==> src/rtl/r2h_pkg.sv <==
`default_nettype none

package r2h_pkg;

    localparam int unsigned CHAN_W     = 8;
    localparam int unsigned ACC_W      = 2 * CHAN_W;
    localparam int unsigned DIV_STEPS  = CHAN_W;

    localparam logic [CHAN_W-1:0] FULL_SCALE = 8'd255;
    localparam logic [CHAN_W-1:0] HUE_STEP   = 8'd43;
    localparam logic [CHAN_W-1:0] BASE_RED   = 8'd0;
    localparam logic [CHAN_W-1:0] BASE_GREEN = 8'd85;
    localparam logic [CHAN_W-1:0] BASE_BLUE  = 8'd171;

    typedef struct packed {
        logic [CHAN_W-1:0] red;
        logic [CHAN_W-1:0] green;
        logic [CHAN_W-1:0] blue;
    } rgb_t;

    typedef struct packed {
        logic [CHAN_W-1:0] hue;
        logic [CHAN_W-1:0] saturation;
        logic [CHAN_W-1:0] brightness;
    } hsv_t;

    typedef struct packed {
        logic              zero;
        logic              neg;
        logic [CHAN_W-1:0] base;
        logic [CHAN_W-1:0] hi;
        logic [CHAN_W-1:0] spread;
        logic [CHAN_W-1:0] absdiff;
    } front_t;

    typedef struct packed {
        logic              zero;
        logic              neg;
        logic [CHAN_W-1:0] base;
        logic [CHAN_W-1:0] hi;
        logic [CHAN_W-1:0] spread;
        logic [ACC_W-1:0]  sat_acc;
        logic [ACC_W-1:0]  hue_acc;
    } div_stage_t;

    // upper half holds the partial remainder, lower half shifts dividend out and quotient in
    function automatic logic [ACC_W-1:0] div_step(
        input logic [ACC_W-1:0]  acc,
        input logic [CHAN_W-1:0] divisor
    );
        logic [CHAN_W:0]   trial;
        logic [CHAN_W:0]   diff;
        logic [ACC_W-1:0]  result;
        trial = {acc[ACC_W-1:CHAN_W], acc[CHAN_W-1]};
        diff  = trial - {1'b0, divisor};
        if (!diff[CHAN_W])
        begin
            result = {diff[CHAN_W-1:0], acc[CHAN_W-2:0], 1'b1};
        end
        else
        begin
            result = {trial[CHAN_W-1:0], acc[CHAN_W-2:0], 1'b0};
        end
        return result;
    endfunction

endpackage

`default_nettype wire

==> src/rtl/rgb_to_hsv_converter.sv <==
`default_nettype none

// 8-bit RGB to HSV pixel converter.
// Request: drive rgb and pulse start; a request is taken at every rising
// edge where start is high and busy is low. busy stays low, so one pixel
// can be taken in every clock cycle.
// Result: hsv is shown for exactly one cycle with done high; the receiver
// takes it at the edge that ends that cycle and cannot hold it off.
// Pipeline: done and hsv come from the output register at the end of the
// front compare stage, multiply stage, eight divider stages and output
// register. The two divisions (saturation and hue) run side by side as
// eight restoring steps, one quotient bit per stage, which sets the depth.
// Throughput: one pixel per clock, results in request order.
// Reset: rst_n clears all valid bits and done; requests in flight are
// dropped. Data registers are not reset.
module rgb_to_hsv_converter
(
    input  wire logic          clk,
    input  wire logic          rst_n,
    input  wire logic          start,
    output      logic          busy,
    input  wire r2h_pkg::rgb_t rgb,
    output      logic          done,
    output      r2h_pkg::hsv_t hsv
);

    localparam int unsigned W = r2h_pkg::CHAN_W;
    localparam int unsigned N = r2h_pkg::DIV_STEPS;

    logic                front_valid_reg;
    r2h_pkg::front_t     front_reg;
    r2h_pkg::front_t     front_next;

    logic                p_valid_reg [0:N];
    r2h_pkg::div_stage_t p_reg       [0:N];
    r2h_pkg::div_stage_t p_next      [0:N];

    logic                done_reg;
    r2h_pkg::hsv_t       hsv_reg;
    r2h_pkg::hsv_t       hsv_next;

    logic                take;

    assign busy = 1'b0;
    assign take = start && !busy;

    always_comb
    begin
        logic [W-1:0] hi;
        logic [W-1:0] lo;
        logic [W:0]   diff;
        hi = rgb.red;
        if (rgb.green > hi)
        begin
            hi = rgb.green;
        end
        if (rgb.blue > hi)
        begin
            hi = rgb.blue;
        end
        lo = rgb.red;
        if (rgb.green < lo)
        begin
            lo = rgb.green;
        end
        if (rgb.blue < lo)
        begin
            lo = rgb.blue;
        end
        // dominant channel: red, then green, then blue on ties
        if (hi == rgb.red)
        begin
            diff            = {1'b0, rgb.green} - {1'b0, rgb.blue};
            front_next.base = r2h_pkg::BASE_RED;
        end
        else if (hi == rgb.green)
        begin
            diff            = {1'b0, rgb.blue} - {1'b0, rgb.red};
            front_next.base = r2h_pkg::BASE_GREEN;
        end
        else
        begin
            diff            = {1'b0, rgb.red} - {1'b0, rgb.green};
            front_next.base = r2h_pkg::BASE_BLUE;
        end
        front_next.hi      = hi;
        front_next.spread  = hi - lo;
        front_next.zero    = (hi == lo);
        front_next.neg     = diff[W];
        front_next.absdiff = diff[W] ? W'(-diff) : diff[W-1:0];
    end

    always_comb
    begin
        p_next[0].zero    = front_reg.zero;
        p_next[0].neg     = front_reg.neg;
        p_next[0].base    = front_reg.base;
        p_next[0].hi      = front_reg.hi;
        p_next[0].spread  = front_reg.spread;
        p_next[0].sat_acc = (2*W)'(front_reg.spread * r2h_pkg::FULL_SCALE);
        p_next[0].hue_acc = (2*W)'(front_reg.absdiff * r2h_pkg::HUE_STEP);
        for (int k = 1; k <= N; k++)
        begin
            p_next[k]         = p_reg[k-1];
            p_next[k].sat_acc = r2h_pkg::div_step(p_reg[k-1].sat_acc, p_reg[k-1].hi);
            p_next[k].hue_acc = r2h_pkg::div_step(p_reg[k-1].hue_acc, p_reg[k-1].spread);
        end
    end

    always_comb
    begin
        logic [W-1:0] q;
        q = p_reg[N].hue_acc[W-1:0];
        hsv_next.brightness = p_reg[N].hi;
        if (p_reg[N].zero)
        begin
            hsv_next.hue        = '0;
            hsv_next.saturation = '0;
        end
        else
        begin
            hsv_next.hue        = p_reg[N].neg ? p_reg[N].base - q : p_reg[N].base + q;
            hsv_next.saturation = p_reg[N].sat_acc[W-1:0];
        end
    end

    always_ff @(posedge clk or negedge rst_n)
    begin
        if (!rst_n)
        begin
            front_valid_reg <= 1'b0;
            for (int k = 0; k <= N; k++)
            begin
                p_valid_reg[k] <= 1'b0;
            end
            done_reg <= 1'b0;
        end
        else
        begin
            front_valid_reg <= take;
            p_valid_reg[0]  <= front_valid_reg;
            for (int k = 1; k <= N; k++)
            begin
                p_valid_reg[k] <= p_valid_reg[k-1];
            end
            done_reg <= p_valid_reg[N];
        end
    end

    always_ff @(posedge clk)
    begin
        front_reg <= front_next;
        for (int k = 0; k <= N; k++)
        begin
            p_reg[k] <= p_next[k];
        end
        hsv_reg <= hsv_next;
    end

    assign done = done_reg;
    assign hsv  = hsv_reg;

endmodule

`default_nettype wire
==> config.mk <==
export PLATFORM = sky130hd
export DESIGN_NAME = rgb_to_hsv_converter
export DESIGN_NICKNAME = d
export VERILOG_FILES = /design/src/rtl/r2h_pkg.sv /design/src/rtl/rgb_to_hsv_converter.sv
export SDC_FILE = /design/constraint.sdc
export NUM_CORES = 1
export LEC_CHECK = 0
export BUFFER_PORTS_ARGS = -buffer_cell sky130_fd_sc_hd__buf_2
export CORE_MARGIN = 2
export CORE_UTILIZATION = 30
export CTS_CLUSTER_SIZE = 25
export DETAILED_ROUTE_END_ITERATION = 6
export PLACE_DENSITY = 0.45
export SYNTH_ARGS = -nofsm -noshare
export SYNTH_HDL_FRONTEND = slang
export SYNTH_SLANG_ARGS = --single-unit
==> constraint.sdc <==
create_clock -name clk -period 9.1 [get_ports clk]
set_input_delay 1.365 -clock clk [delete_from_list [all_inputs] [get_ports clk]]
set_output_delay 1.365 -clock clk [all_outputs]
set_load 0.01 [all_outputs]
==> metrics.md <==
| Metric | Value |
|---|---|
| Crit path kind | `primary input to flop` |
| Max reg flops | `443` |
| CTS H-Tree Depth | `2` |
| Slew Viols, Final | `0` |
| Layout cells sized above 1 | `0.116` |
| Post-cts sizing count | `0` |
| Filler cells | `7098` |
| Pre-CTS setup slack | `slightly above 1 ns` |
| Fin Setup TNS | `0 ns` |
| Worst Tran Pin Value | `about 1.1 ns` |
| Vias | `12600` |
| Post-Synth XOR/XNOR Area | `0.0715` |
| Distinct cells, synth | `64` |
| Setup ws final | `1.67 ns` |
| RSZ-0062 raised after global routing | `no` |
| Setup crit end kind | `flop` |
| Synth area leaders | `dfxtp_1 46%, ha_1 14%, fa_1 5.4%` |
| Area grow syn2layout | `14.8%` |
| CTS tree | `done` |
| Post-synth EDFFs | `0` |
| Placer Congestion | `slightly above 0.8` |
| Fin crit period | `roughly 7.4 ns` |
| Worst-Skew Late Latency | `0.58 ns` |
| ANT cells | `0` |
| Status | `finished, final reports clean` |
| Largest net degree at the start of global routing | `17` |
| Crit share post-route | `0.816` |
| Synthesized area per cell | `11.1 sq um` |
| CTS Hold Bufs | `0` |
| Clock-pin slew on the worst setup and hold paths | `about 0.06 ns` |
| Initial antenna violation count | `0` |
| Max Fanout on Critical Path | `13` |
| Avg Vias per Cell | `4.17` |
| Setup Fix Bufs, Post-CTS | `0` |
| Seq cells post-synth | `507` |
| Cells after synthesis | `1952` |
| Top cell type's share of synthesized area | `0.458` |
| Antenna Nets Post-Route | `0` |
| Post-route DRC | `0` |
| Skew final | `0.00597 ns` |
| Placement row count | `98` |
| Starting Density | `0.303` |
| GRT Residual Overflow | `0` |
| Post-synthesis adder-cell area fraction | `0.198` |
| Core area | `71500 sq um` |
| Startpoint types | `primary input` |
| Multi-input gate area | `between 10000 and 15000 sq um` |
| Commonest register cell after synthesis | `dfxtp_1` |
| Mux cell area share after synthesis | `0.0547` |
| Yosys top cell by area | `dfxtp_1` |
| Critical Path RT | `9.57 ns` |
| Clock root buffer | `clkbuf_16` |
| Synth Net Count | `2287` |
| Post-synth top cells | `496 x dfxtp_1, 284 x inv_1, 250 x ha_1` |
| Input/output buffers | `between 50 and 60` |
| Number of global-route vias before repair | `13500` |
| Total GRT Usage | `0.109` |
| Sequential cell area | `10200 sq um` |
| Die height | `273 um` |
| WL final | `39100 um` |
| Worst Path Arrival | `7.89 ns` |
| DR pass1 iterations | `5` |
| Top-count cell post-synth | `dfxtp_1` |
| Final nets | `2373` |
| Hpwl dp | `31100 um` |
| WL per Instance | `around 13 um` |
| Largest family of logic cells by synthesized area | `adder cells` |
| Yosys Warn Count | `0` |
| Die width | `273 um` |
| Worst slew margin relative to its limit | `0.244` |
| # clock sinks | `507` |
| Post-synth ARST share | `0.0217` |
| Synthesized area | `about 22000 sq um` |
| Max Root-Sink Buffers | `3` |
| Post-synthesis compound-gate area fraction | `0.0963` |
| Top-level I/O count | `53` |
| Sequential share of the synthesized area | `0.471` |
| Hold WS | `0.320 ns` |
| Synth Area in Simple Gates | `0.0541` |
| FMAX | `roughly 130 MHz` |
| Max Cap Viol | `0` |
| DRT iter0 DRCs | `373` |
| Fin. Hold Viols | `0` |
| Die area | `roughly 74000 sq um` |
| Num CTS Buffers | `53` |
| First-pass GRT wire length | `65900 um` |
| Worst hold path class | `flop to flop` |
| Final setup vio count | `0` |
[per-layer routing]
layer  wire (um)  GRT usage  vias to the layer above  part of all wire
met3        1540     0.0212                       61             0.039
met5           0          0                        -                 0
met1       17500      0.129                     5824              0.45
met2       19000      0.195                      160              0.49
li1            -          -                     6581                 -
met4        1050     0.0380                        0             0.027
[worst max-delay path, stage by stage]
cell	delay (ns)
buf_2	0.11
inv_1	0.10
ha_1	0.35
a21o_1	0.18
a221o_1	0.44
nor2_2	0.56
mux2i_1	0.25
ha_1	0.34
nor2b_1	0.15
o21ai_0	0.17
or4_1	0.50
o311a_2	0.16
a211oi_4	0.75
mux2_2	0.41
mux2i_1	0.32
nand4_1	0.38
nor2_4	0.27
mux2_1	0.36
a21oi_2	0.33
mux2_2	0.38
[placed cells by master (no fill, tap or decap), types with 11 or more instances in the layout]
cell	Yosys	routed
o21bai_1	15	15
dfrtp_1	11	11
a21o_1	106	106
dfxtp_1	496	496
nand2_1	25	25
nor2_1	63	63
inv_1	284	284
xor2_1	66	66
clkbuf_1	17	12
clkbuf_16	0	56
buf_2	1	51
nor3_1	13	13
ha_1	250	250
fa_1	58	58
nand2b_1	39	39
nor2b_1	46	46
mux2_2	87	87
o21ai_0	65	65
xnor2_1	107	107
mux2i_1	18	18
a21oi_1	108	108
[stage by stage]
| step | instance area, sq um | instances | utilization |
|---|---|---|---|
| after floorplan | 21700 | 1952 | - |
| after global placement | 23000 | 2933 | 0.322 |
| after detailed placement | 23000 | 2933 | 0.322 |
| after CTS | 24900 | 3030 | 0.348 |
| after global routing | 24900 | 3030 | 0.348 |
| final | 24900 | 3030 | 0.348 |
[area by class of cell]
cell class / count / area share
Multi-Input combinational cell: 1139 / 0.414
Sequential cell: 507 / 0.410
Clock buffer: 75 / 0.0621
Tap cell: 950 / 0.0478
Inverter: 285 / 0.0430
Clock inverter: 22 / 0.0124
Timing Repair Buffer: 52 / 0.0106
[cell families (layout without fill, tap and decap cells)]
logic type,Yosys count,count (layout)
flip-flops,507,507
AO/OA/AOI/OAI,329,329
adder cells (fa/ha/maj),308,308
buffers and inverters,306,434
AND/OR/NAND/NOR,219,219
XOR/XNOR,175,175
multiplexers,107,107
other,1,1
[final timing paths]
kind | from | cells after the start | slack, ns | end
min in group asynchronous | rst_n | 1 | 0.64 | p_valid_reg[2]$_DFF_PN0_
hold / removal | p_reg[3][19]$_DFF_P_ | 0 | 0.32 | p_reg[3][78]$_DFF_P_
max in group asynchronous | rst_n | 1 | 8.27 | p_valid_reg[6]$_DFF_PN0_
setup / recovery | rgb[14] | 20 | 1.67 | front_reg[1]$_DFF_P_
hold reg to reg | p_reg[3][19]$_DFF_P_ | 0 | 0.32 | p_reg[3][78]$_DFF_P_
setup reg to reg | front_reg[11]$_DFF_P_ | 18 | 4.41 | p_reg[0][31]$_DFF_P_
Power is left out: the tool's default activity adds up to more than one toggle a clock period on the data nets, which glitch-free logic cannot reach.
